File: config.mk
export PLATFORM = sky130hd
export DESIGN_NAME = ppp_async_hdlc_framer
export DESIGN_NICKNAME = d
export VERILOG_FILES = /design/src/rtl/core/pppfr_pkg.sv /design/src/rtl/core/ppp_async_hdlc_framer.sv /design/src/rtl/core/pppfr_front.sv /design/src/rtl/core/pppfr_queue.sv /design/src/rtl/core/pppfr_back.sv
export SDC_FILE = /design/constraint.sdc
export NUM_CORES = 1
export LEC_CHECK = 0
export BUFFER_PORTS_ARGS = -buffer_cell sky130_fd_sc_hd__buf_2
export CAP_MARGIN = 20
export CORE_MARGIN = 8
export CORE_UTILIZATION = 55
export DETAILED_ROUTE_END_ITERATION = 10
export PLACE_DENSITY = 0.72
export SYNTH_ARGS = -nofsm -noshare
export SYNTH_HDL_FRONTEND = slang
export SYNTH_HIERARCHICAL = 1
export SYNTH_SLANG_ARGS = --single-unit
File: constraint.sdc
create_clock -name clk -period 5.6 [get_ports clk]
set_input_delay 1.12 -clock clk [delete_from_list [all_inputs] [get_ports clk]]
set_output_delay 1.12 -clock clk [all_outputs]
set_load 0.01 [all_outputs]
File: src/rtl/core/pppfr_pkg.sv
// Package for the PPP async HDLC framer: line constants, FCS seed and the
// command record passed from the front end to the byte sequencer.
// No dependencies.
package pppfr_pkg;

  localparam logic [7:0]  FLAG_BYTE = 8'h7E;
  localparam logic [7:0]  ADDR_BYTE = 8'hFF;
  localparam logic [7:0]  ESC_BYTE  = 8'h7D;
  localparam logic [7:0]  CTRL_ESC  = 8'h23;
  localparam logic [7:0]  ESC_XOR   = 8'h20;
  localparam logic [15:0] FCS_SEED  = 16'h3DE3;
  localparam logic [15:0] FCS_POLY  = 16'h8408;

  localparam int QDepth = 4;
  localparam int QAw    = $clog2(QDepth);

  // One classified payload request.
  typedef struct packed {
    logic [7:0]  data;     // payload byte
    logic        open;     // header goes out first
    logic        last;     // closes the frame
    logic [15:0] fcs;      // complemented FCS, meaningful when last
  } cmd_t;

endpackage

File: src/rtl/core/ppp_async_hdlc_framer.sv
// PPP async HDLC framer, top level. An accepted request passes the queue and
// the sequencer's output register before its first line byte shows on the
// result ports. One line byte per cycle unless the queue is empty or a byte
// waits unpopped, set by the single output register of the sequencer. A plain
// payload byte yields 1 line byte, an escaped one 2, frame open +4, close +3 to 5.
// Reset (rst, synchronous): FCS back to seed, frame closed, queue and output empty.
module ppp_async_hdlc_framer import pppfr_pkg::*; (
  input  logic       clk,
  input  logic       rst,
  input  logic       push,
  output logic       full,
  input  logic [7:0] payload_byte,
  input  logic       frame_end,
  output logic       empty,
  input  logic       pop,
  output logic [7:0] line_byte,
  output logic       burst_last
);

  // Front end: take a request whenever the queue has room.
  logic accept;
  cmd_t front_cmd;

  // Queue head toward the sequencer.
  logic head_valid;
  cmd_t head_cmd;
  logic head_pop;

  assign accept = push && !full;

  // Classify the request and advance the running FCS at accept time, so the
  // FCS for a closing byte travels with its command.
  pppfr_front u_front (
    .clk          (clk),
    .rst          (rst),
    .accept       (accept),
    .payload_byte (payload_byte),
    .frame_end    (frame_end),
    .cmd          (front_cmd)
  );

  // Hold up to four commands so input keeps flowing while the sequencer
  // works through a header or trailer.
  pppfr_queue u_queue (
    .clk        (clk),
    .rst        (rst),
    .wr_en      (accept),
    .wr_cmd     (front_cmd),
    .full       (full),
    .rd_en      (head_pop),
    .head_valid (head_valid),
    .head_cmd   (head_cmd)
  );

  // Expand the head command into line bytes; drop it from the queue with its
  // final byte.
  pppfr_back u_back (
    .clk        (clk),
    .rst        (rst),
    .head_valid (head_valid),
    .head_cmd   (head_cmd),
    .head_pop   (head_pop),
    .empty      (empty),
    .pop        (pop),
    .line_byte  (line_byte),
    .burst_last (burst_last)
  );

endmodule

File: src/rtl/core/pppfr_front.sv
// Front end: accepts payload requests, updates the running FCS-16 and the
// frame-open flag, and hands a classified command to the queue.
// Depends on pppfr_pkg.
module pppfr_front import pppfr_pkg::*; (
  input  logic       clk,
  input  logic       rst,
  input  logic       accept,
  input  logic [7:0] payload_byte,
  input  logic       frame_end,
  output cmd_t       cmd
);

  logic [15:0] running_fcs;
  logic        inside_frame;
  logic [15:0] fcs_next;

  // Reflected CRC-16, one byte.
  function automatic logic [15:0] fcs_update(input logic [15:0] f_in,
                                             input logic [7:0] b);
    logic [15:0] f;
    f = f_in;
    for (int i = 0; i < 8; i++) begin
      if (f[0] ^ b[i]) f = (f >> 1) ^ FCS_POLY;
      else             f = f >> 1;
    end
    return f;
  endfunction

  assign fcs_next = fcs_update(running_fcs, payload_byte);

  always_comb begin
    cmd.data = payload_byte;
    cmd.open = !inside_frame;
    cmd.last = frame_end;
    cmd.fcs  = ~fcs_next;
  end

  always_ff @(posedge clk) begin
    if (rst) begin
      running_fcs  <= FCS_SEED;
      inside_frame <= 1'b0;
    end else if (accept) begin
      if (frame_end) begin
        running_fcs  <= FCS_SEED;
        inside_frame <= 1'b0;
      end else begin
        running_fcs  <= fcs_next;
        inside_frame <= 1'b1;
      end
    end
  end

endmodule

File: src/rtl/core/pppfr_queue.sv
// Short command queue between front end and sequencer.
// Depends on pppfr_pkg.
module pppfr_queue import pppfr_pkg::*; (
  input  logic clk,
  input  logic rst,
  input  logic wr_en,
  input  cmd_t wr_cmd,
  output logic full,
  input  logic rd_en,
  output logic head_valid,
  output cmd_t head_cmd
);

  cmd_t             slots [QDepth];
  logic [QAw-1:0]   wr_ptr;
  logic [QAw-1:0]   rd_ptr;
  logic [QAw:0]     count;

  assign full       = (count == (QAw+1)'(QDepth));
  assign head_valid = (count != '0);
  assign head_cmd   = slots[rd_ptr];

  always_ff @(posedge clk) begin
    if (wr_en) slots[wr_ptr] <= wr_cmd;
  end

  always_ff @(posedge clk) begin
    if (rst) begin
      wr_ptr <= '0;
      rd_ptr <= '0;
      count  <= '0;
    end else begin
      if (wr_en) wr_ptr <= wr_ptr + 1'b1;
      if (rd_en) rd_ptr <= rd_ptr + 1'b1;
      if (wr_en && !rd_en)      count <= count + 1'b1;
      else if (!wr_en && rd_en) count <= count - 1'b1;
    end
  end

endmodule

File: src/rtl/core/pppfr_back.sv
// Byte sequencer: walks header, stuffed payload, FCS and closing flag for
// the command at the queue head, one line byte per cycle into an output
// register while that register is free or popped. Depends on pppfr_pkg.
module pppfr_back import pppfr_pkg::*; (
  input  logic       clk,
  input  logic       rst,
  input  logic       head_valid,
  input  cmd_t       head_cmd,
  output logic       head_pop,
  output logic       empty,
  input  logic       pop,
  output logic [7:0] line_byte,
  output logic       burst_last
);

  typedef enum logic [7:0] {
    ST_HDR0  = 8'b0000_0001,
    ST_HDR1  = 8'b0000_0010,
    ST_HDR2  = 8'b0000_0100,
    ST_HDR3  = 8'b0000_1000,
    ST_DATA  = 8'b0001_0000,
    ST_FCSLO = 8'b0010_0000,
    ST_FCSHI = 8'b0100_0000,
    ST_FLAG  = 8'b1000_0000
  } step_t;

  step_t       state, state_next, cur;
  logic        esc_done, esc_next;
  logic        out_valid;
  logic        fire;
  logic [7:0]  src;
  logic        src_esc;
  logic [7:0]  byte_next;
  logic        last_next;

  function automatic logic needs_esc(input logic [7:0] b);
    return (b < ESC_XOR) || (b == ESC_BYTE) || (b == FLAG_BYTE);
  endfunction

  // Command start skips the header when the frame is already open.
  assign cur = (state == ST_HDR0 && !head_cmd.open) ? ST_DATA : state;

  always_comb begin
    case (cur)
      ST_FCSLO: src = head_cmd.fcs[7:0];
      ST_FCSHI: src = head_cmd.fcs[15:8];
      default:  src = head_cmd.data;
    endcase
  end
  assign src_esc = needs_esc(src);

  always_comb begin
    state_next = cur;
    esc_next   = 1'b0;
    byte_next  = FLAG_BYTE;
    last_next  = 1'b0;
    unique case (cur)
      ST_HDR0: begin
        byte_next  = FLAG_BYTE;
        state_next = ST_HDR1;
      end
      ST_HDR1: begin
        byte_next  = ADDR_BYTE;
        state_next = ST_HDR2;
      end
      ST_HDR2: begin
        byte_next  = ESC_BYTE;
        state_next = ST_HDR3;
      end
      ST_HDR3: begin
        byte_next  = CTRL_ESC;
        state_next = ST_DATA;
      end
      ST_DATA, ST_FCSLO, ST_FCSHI: begin
        if (src_esc && !esc_done) begin
          byte_next = ESC_BYTE;
          esc_next  = 1'b1;
        end else begin
          byte_next = src_esc ? (src ^ ESC_XOR) : src;
          if (cur == ST_DATA) begin
            state_next = head_cmd.last ? ST_FCSLO : ST_HDR0;
            last_next  = !head_cmd.last;
          end else if (cur == ST_FCSLO) begin
            state_next = ST_FCSHI;
          end else begin
            state_next = ST_FLAG;
          end
        end
      end
      ST_FLAG: begin
        byte_next  = FLAG_BYTE;
        state_next = ST_HDR0;
        last_next  = 1'b1;
      end
      default: begin
        state_next = ST_HDR0;
      end
    endcase
  end

  assign fire     = head_valid && (!out_valid || pop);
  assign head_pop = fire && last_next;
  assign empty    = !out_valid;

  always_ff @(posedge clk) begin
    if (fire) begin
      line_byte  <= byte_next;
      burst_last <= last_next;
    end
  end

  always_ff @(posedge clk) begin
    if (rst) begin
      state     <= ST_HDR0;
      esc_done  <= 1'b0;
      out_valid <= 1'b0;
    end else if (fire) begin
      state     <= state_next;
      esc_done  <= esc_next;
      out_valid <= 1'b1;
    end else if (pop) begin
      out_valid <= 1'b0;
    end
  end

endmodule

==> impl_metrics.tcl, run 1 <==
set metrics [dict create \
    drtPass1Iterations 6 \
    cts_hold_buf 0 \
    ys.flop_type "edfxtp_1" \
    dieArea_um2 15800 \
    yosysSeqAreaShare 0.621 \
    syn_avg_cell_area_um2 14.5 \
    post-route-util 0.618 \
    p_total_mw 3.54 \
    leakage_nw 2.51 \
    insertion_delay_ps 420 \
    drtAntennaViolNets 0 \
    synthArstFlopShare 0 \
    rsz0062_at_grt "no" \
    drive_above_1_share 0.211 \
    required_ps 5940 \
    tightest_slew_ps 984 \
    hold_violations 0 \
    post_cts_buffers 0 \
    ioPinCount 24 \
    ys_types 63 \
    gp_congestion 0.784 \
    worst-path-max-fanout 21 \
    core_um2 11900 \
    num_antenna_cells 0 \
    arrival_ps 4690 \
    dieWidth_um 126 \
    hold_class "reg2reg" \
    first_iter_violations 295 \
    grt_pass1_vias 3654 \
    outcome "finished, final reports clean" \
    routed.top_layer "met4" \
    clk_pin_slew_ps 60 \
    wl_met3_um 574 \
    cts_buffers 17 \
    min_period_ps 4350 \
    stdcell_area_um2 7360 \
    vias 3690 \
    dp_hpwl_um 8120 \
    relSlewSlack 0.343 \
    cts_buffer_depth 2 \
    nNetsFinal 490 \
    synth-seq-cells 149 \
    synth_edf_count 113 \
    cts_root_buf "clkbuf_16" \
    path_class "reg2reg" \
    routed_wl_um 12300 \
    grt_remaining_overflow 0 \
    finalCritPeriodShare 0.777 \
    syn_nets 475 \
    grt_pass1_wl_um 19600 \
    htree_levels 4 \
    row_count 40 \
    cts_tree "done" \
    end_kind "flop" \
    port_buffers 23 \
    clock_skew_ps 10.5 \
    drc 0 \
    finalSetupViolations 0 \
    finalHoldWorstSlack_ps 472 \
    viasPerCell 5.85 \
    area_growth_pct 11.0 \
    setup_tns_ps 0 \
    power_density_nw_per_um2 480 \
    start_kind "flop" \
    cts_num_sinks 149 \
    post_cts_resized 0 \
    die_h_um 126 \
    peakVddDrop_mv 0.269 \
    netlist_instances 456 \
    antenna_found_initial 0 \
    grt_usage 0.162 \
    initial_core_util 0.556 \
    slew_viol_final 0 \
    max_freq_mhz 230 \
    placed_cell_area_um2 6740 \
    wl_per_cell_um 19.5 \
    timing.max_cap.violations 0 \
    wl_met1_um 5440 \
    met2_length_um 6060 \
    synthesis.area_um2 6630 \
    grt_max_degree 30 \
    ys.warnings.count 6 \
]
==> routing by layer <==
layer,up-vias,track usage
met3,19,0.0532
met1,1853,0.194
li1,1726,-
met2,92,0.268
met5,-,0
met4,0,0.0616
==> report_power, final <==
part / internal [mW] / total (mW) / switching [mW] / leakage [nW]
Clock: 0.749 / 1.16 / 0.413 / 0.303
Combinational: 0.325 / 0.839 / 0.514 / 0.890
Sequential: 1.45 / 1.54 / 0.0857 / 1.32
Total: 2.52 / 3.54 / 1.01 / 2.51
==> path summary, 6_finish.rpt <==
path | start | to | slack [ps] | cells past startpoint
max | flop | u_queue/count[2] | 1250 | 15
min | u_front/inside_frame | u_front/inside_frame | 470 | 2
max reg2reg | flop | u_queue/count[2] | 1250 | 15
min reg2reg | u_front/inside_frame | u_front/inside_frame | 470 | 2
==> cells in the final DEF (no fill, tap or decap), types with 3 or more instances in the layout <==
cell type	n
clkbuf_1	5
o21ai_0	11
nand3_2	5
mux4_1	6
xor2_1	8
nand3_1	10
o21a_1	7
a31o_1	3
o22ai_1	4
a31oi_1	4
edfxtp_1	113
mux4_2	20
xnor2_1	18
nand2_1	17
mux2i_1	7
nor2_1	30
xnor2_2	3
or2_2	5
or3_1	6
buf_2	23
nor3_1	6
a21oi_1	19
inv_1	20
nand2b_1	7
and2_1	7
nor2b_1	8
ha_1	5
or2_1	3
dfxtp_1	35
buf_4	6
clkbuf_16	19
clkbuf_8	3
nor4_1	4
==> worst max-delay path: stages, from the launching register on <==
cell and delay (ps):
dfxtp_2 800, mux4_2 580, and2_1 140, mux2i_1 170, and3_2 250, nand4_4 90, o41ai_4 560, or2_1 200
a21oi_1 120, inv_1 100, ha_1 190, inv_1 70, fa_1 370, xor2_1 170, or3_1 310, a21oi_1 140
==> synth_stat cells, types with 10 or more instances <==
| cell | n | area share |
|---|---|---|
| a21oi_1 | 19 | 0.014 |
| buf_4 | 10 | 0.011 |
| clkbuf_1 | 10 | 0.0057 |
| dfxtp_1 | 36 | 0.11 |
| edfxtp_1 | 113 | 0.51 |
| inv_1 | 20 | 0.011 |
| mux4_2 | 20 | 0.068 |
| nand2_1 | 17 | 0.0096 |
| nand3_1 | 10 | 0.0076 |
| nor2_1 | 30 | 0.017 |
| o21ai_0 | 11 | 0.0083 |
| xnor2_1 | 18 | 0.024 |
==> layout make-up <==
cell class / instances / area [um2]
clock buffer: 27 / 536
inverter: 20 / 75.1
sequential: 149 / 4120
timing repair buffer: 29 / 160
multi-input combinational: 254 / 2200
tap: 147 / 184
clock inverter: 5 / 86.3
fill: 872 / 4550
==> metrics by stage <==
step                cells  worst slack [ps]
floorplan             456              1710
global placement      599              1380
detailed placement    599              1260
CTS                   631              1200
global route          631               955
finish                631              1250
==> cells by family after synthesis <==
logic type      Yosys count  synth area share
mux                      33             0.102
xor+xnor                 31            0.0466
simple gates            119             0.103
flops                   149             0.621
compound gates           65            0.0685
buf+inv                  53            0.0468
fa+ha+maj                 6            0.0125
==> sequential cells by signal, indices dropped and copies added, names as in the netlist, named ones only <==
name,count
u_queue/wr_ptr,2
u_queue/slots,104
u_back/burst_last,1
u_front/inside_frame,1
u_front/running_fcs,16
u_queue/rd_ptr,2
u_back/esc_done,1
u_back/line_byte,8
u_back/out_valid,1
u_queue/count,3
u_back/state,8
(Power assumes the default switching activity.)
==> run 2, diff against run 1 <==
Settings changed: PLACE_DENSITY 0.72 to 0.75.
Clock period 5.6 ns to 3.77 ns, I/O delays scaled along.
==> run 2 against run 1 <==
Net effect: global-route usage increased by 0.61 points; combinational power increased by 76%; sequential cell count unchanged; clock power increased by 52%; register-to-register slack got worse by 1200 ps; final cell count increased by 4.3%; final area increased by 4.2%; worst hold slack improved by 12 ps; sequential power increased by 46%; largest cell class unchanged; largest power group unchanged; highest routed layer unchanged.
==> impl_metrics.tcl, run 2 (synthesized netlist as in run 1, its figures left out) <==
set metrics [dict create \
    final_cells 658 \
    drc 0 \
    largest_register_ffs 104 \
    routed_wl_um 13200 \
    ff_latch_area_um2 4120 \
    clock_skew_ps 4.73 \
    min_from "u_front/running_fcs[9]" \
    cts_tree "done" \
    core_um2 11900 \
    drtPass1Iterations 5 \
    initial_core_util 0.556 \
    dieArea_um2 15800 \
    grt_pass1_vias 3845 \
    grt_pass1_wl_um 20400 \
    num_antenna_cells 0 \
    area_growth_pct 15.7 \
    pwr-share-comb 0.270 \
    cp-startpoint "u_back/state[3]" \
    hold_violations 0 \
    arrival_ps 4090 \
    min_period_ps 3740 \
    path_class "reg2reg" \
    p_total_mw 5.48 \
    dp_cells 611 \
    grt_usage 0.168 \
    required_ps 4130 \
    clk_pin_slew_ps 60 \
    p_int_mw 3.91 \
    worst-path-max-fanout 6 \
    timing.max_cap.violations 0 \
    gp_congestion 0.835 \
    peakVddDrop_mv 0.393 \
    p_sw_frac 0.287 \
    finalSetupViolations 0 \
    first_iter_violations 379 \
    cts_buffer_depth 2 \
    viasPerCell 5.85 \
    finalCritPeriodShare 0.991 \
    relSlewSlack 0.600 \
    end_kind "flop" \
    nFillCells 830 \
    vias 3849 \
    reg2reg_from "u_back/state[3]" \
    layout_commonest_cell "edfxtp_1" \
    drive_above_1_share 0.276 \
    dp_hpwl_um 8350 \
    start_kind "flop" \
    hold_class "reg2reg" \
    grt_max_degree 30 \
    sequentialPowerShare 0.410 \
    drtAntennaViolNets 0 \
    ioPinCount 24 \
    row_count 40 \
    insertion_delay_ps 420 \
    rsz0062_at_grt "yes" \
    multiInputGateArea_um2 2250 \
    holdPathStages 2 \
    top_register "u_queue/slots" \
    reg.largest.list "u_queue/slots (104), u_front/running_fcs (16)" \
    leakage_nw 2.68 \
    reg2regPathDepth 16 \
    power_density_nw_per_um2 715 \
    wl_per_cell_um 20.0 \
    max_freq_mhz 268 \
    outcome "finished, final reports clean" \
    layout_common_cells "113 x edfxtp_1, 35 x dfxtp_1, 30 x nor2_1" \
    p_sw_mw 1.57 \
    antenna_found_initial 0 \
    clockPowerShare 0.320 \
    slew_viol_final 0 \
    tightest_slew_ps 600 \
    dieWidth_um 126 \
    cts_num_sinks 149 \
    grt_remaining_overflow 0 \
    cts_buffers 17 \
    die_h_um 126 \
    htree_levels 4 \
    cts_root_buf "clkbuf_16" \
    nNetsFinal 517 \
    cts_hold_buf 0 \
    port_buffers 23 \
]
-- run 2: layout make-up --
cell class / instances / area share
repair buffers: 56 / 0.0555
inverters: 20 / 0.00979
clock buffers: 22 / 0.0605
multi-input cells: 254 / 0.293
flip-flops and latches: 149 / 0.537
well taps: 147 / 0.0240
clock inverters: 10 / 0.0199
-- run 2: routing by layer --
layer  track usage  vias to the layer above  part of all wire
met2         0.266                      127              0.49
met3        0.0439                       28             0.045
li1              -                     1778                 -
met5             0                        -                 0
met1         0.211                     1916              0.44
met4        0.0821                        0             0.023
-- run 2: worst max-delay path: stages, from the launching register on --
cell and delay (ps):
dfxtp_1 310, or4_4 590, nor2_8 170, buf_12 130, mux2i_2 240, nand3_1 140
or4_4 510, o41ai_4 80, or2_1 200, a21oi_2 90, inv_2 80, ha_4 130
inv_1 50, fa_2 330, xor2_1 170, or3_1 330, a21oi_2 110
-- run 2: through the flow --
stage          hold WS, ps  setup TNS (ps)  utilization  area (um2)  setup WS, ps
3_5_place_dp           466               0        0.577        6880          91.7
4_1_cts                481               0        0.629        7490          41.1
3_3_place_gp           462               0        0.577        6880           198
6_report               484               0        0.644        7670          33.2
5_1_grt                506           -98.6        0.644        7670         -67.2
2_1_floorplan          447           -28.4            -        6640         -28.4
-- run 2: power by group through the flow --
stage                     combinational, mW  sequential, mW  clock [mW]
after global placement                 1.31            2.27           0
after global routing                   1.59            2.27        1.85
after detailed placement               1.35            2.28           0
after floorplan                       0.996            2.27           0
after CTS                              1.36            2.25        1.78
final                                  1.48            2.25        1.76
-- run 2: repair_timing --
item / CTS / global route
endpoints found under the setup margin: 0 / 2
gates resized for setup: 0 / 9
setup buffers: 0 / 15
-- run 2: worst paths after layout --
kind                       endpoint  slack, ps
max                u_queue/count[2]         30
min          u_front/running_fcs[9]        480
max reg2reg        u_queue/count[2]         30
min reg2reg  u_front/running_fcs[9]        480
==> run 3, diff against run 2 <==
Settings changed: CORE_UTILIZATION 55 to 30, PLACE_DENSITY 0.75 to default.
==> run 3 against run 2 <==
Net effect: worst hold slack got worse by 7.8 ps; setup slack better by 140 ps; highest routed layer unchanged; sequential share of layout area is 0.50 points lower; clock power is 5% lower; largest cell class unchanged; clock-buffer cell count is 3 lower.
==> impl_metrics.tcl, run 3 (synthesized netlist as in run 1, its figures left out) <==
set metrics [dict create \
    htree_levels 4 \
    cts_tree "done" \
    dieArea_um2 27100 \
    setup_ws_ps 170 \
    cpMaxStageDelayCell "or4_4" \
    hold_class "reg2reg" \
    stdcell_area_um2 7740 \
    p_sw_frac 0.302 \
    min_period_ps 3600 \
    drive_above_1_share 0.267 \
    arrival_ps 3950 \
    grt_max_degree 30 \
    sequentialPowerShare 0.420 \
    first_iter_violations 243 \
    wl_per_cell_um 16.7 \
    place_ws_ps 152 \
    cts_buffer_depth 2 \
    cts_root_buf "clkbuf_16" \
    tightest_slew_ps 600 \
    antenna_found_initial 0 \
    nFillCells 2098 \
    cts_hold_buf 0 \
    cp_slowest_stage_delay_ps 610 \
    timing.max_cap.violations 0 \
    max_freq_mhz 278 \
    drc 0 \
    core_um2 21800 \
    top_register "u_queue/slots" \
    relSlewSlack 0.600 \
    port_buffers 23 \
    routed_wl_um 13200 \
    ioPinCount 24 \
    viasPerCell 4.71 \
    vias 3722 \
    peakVddDrop_mv 0.420 \
    gp_congestion 0.787 \
    pwr-share-comb 0.266 \
    largest_register_ffs 104 \
    clockPowerShare 0.314 \
    required_ps 4120 \
    leakage_nw 2.64 \
    p_sw_mw 1.61 \
    insertion_delay_ps 420 \
    initial_core_util 0.305 \
    p_int_mw 3.73 \
    finalSetupViolations 0 \
    dp_hpwl_um 9000 \
    layout_commonest_cell "edfxtp_1" \
    hold_violations 0 \
    layout_common_cells "113 x edfxtp_1, 35 x dfxtp_1, 30 x nor2_1" \
    clk_pin_slew_ps 60 \
    dieWidth_um 165 \
    finalCritPeriodShare 0.955 \
    placed_cell_area_um2 7040 \
    cts_num_sinks 149 \
    slew_viol_final 0 \
    row_count 54 \
    cts_buffers 17 \
    nNetsFinal 515 \
    grt_remaining_overflow 0 \
    power_density_nw_per_um2 690 \
    end_kind "flop" \
    grt_usage 0.102 \
    outcome "finished, final reports clean" \
    cp_top_family "simple AND/OR/NAND/NOR gates" \
    clock_skew_ps 20.6 \
    grt_pass1_wl_um 21100 \
    start_kind "flop" \
    drtPass1Iterations 4 \
    post-route-util 0.356 \
    area_growth_pct 16.7 \
    grt_pass1_vias 3781 \
    reg.largest.list "u_queue/slots (104), u_front/running_fcs (16)" \
    drtAntennaViolNets 0 \
    die_h_um 165 \
    crit_chain "or4_4 -> nor2_8 -> mux2i_1 -> nand3_2 -> or4_4 -> o41ai_4 -> or2_1 -> a21oi_2 -> inv_1 -> ha_2 -> inv_1 -> fa_2 -> xor2_1 -> or3_1 -> a21oi_1" \
    path_buf_inv 2 \
    worst-path-max-fanout 7 \
    path_class "reg2reg" \
]
==> run 3: metal layers <==
metal | vias up | wire (um) | global-route usage
met3 | 8 | 647 | 0.0249
met1 | 1844 | 6140 | 0.134
met5 | - | 0 | 0
met2 | 89 | 6290 | 0.162
met4 | 0 | 94 | 0.0344
li1 | 1781 | - | -
==> run 3: repair_timing <==
item,4_1_cts,5_1_grt
resized for setup,0,3
buffers inserted,0,12
setup endpoints to repair,0,1
==> run 3: area by class of cell <==
class                      count  area, um2  share of cell area
inverter                      20       75.1             0.00970
multi-input combinational    254       2230               0.288
tap                          280        350              0.0453
antenna                        1       2.50            0.000323
sequential                   149       4120               0.532
timing repair buffer          54        377              0.0487
clock inverter                13        149              0.0192
clock buffer                  19        443              0.0572
==> run 3: stage by stage <==
step | setup TNS (ps) | cells | hold WS (ps) | power, mW
finish | 0 | 790 | 476 | 5.34
global route | -7.84 | 789 | 498 | 5.61
CTS | 0 | 777 | 477 | 5.34
detailed placement | 0 | 745 | 467 | 3.66
global placement | 0 | 745 | 460 | 3.61
floorplan | -28.4 | 456 | 447 | 3.27
==> run 3: worst register-to-register path, cell delays in order, from the launching register on <==
cell and delay, ps:
dfxtp_1 310, or4_4 610, nor2_8 210, mux2i_1 230, nand3_2 100, or4_4 540, o41ai_4 70, or2_1 190
a21oi_2 70, inv_1 60, ha_2 170, inv_1 50, fa_2 330, xor2_1 170, or3_1 300, a21oi_1 120
==> run 3: power groups by stage <==
stage | Clock [mW] | Sequential (mW) | Combinational (mW)
global placement | 0 | 2.27 | 1.34
detailed placement | 0 | 2.28 | 1.38
global route | 1.78 | 2.27 | 1.56
floorplan | 0 | 2.27 | 0.996
finish | 1.68 | 2.24 | 1.42
CTS | 1.71 | 2.24 | 1.38
==> run 3: final timing paths <==
| kind | start | to | slack [ps] | cells past startpoint |
|---|---|---|---|---|
| max | u_back/state[3] | u_queue/count[2] | 170 | 15 |
| min | u_front/inside_frame | u_front/inside_frame | 480 | 2 |
| max reg2reg | u_back/state[3] | u_queue/count[2] | 170 | 15 |
| min reg2reg | u_front/inside_frame | u_front/inside_frame | 480 | 2 |
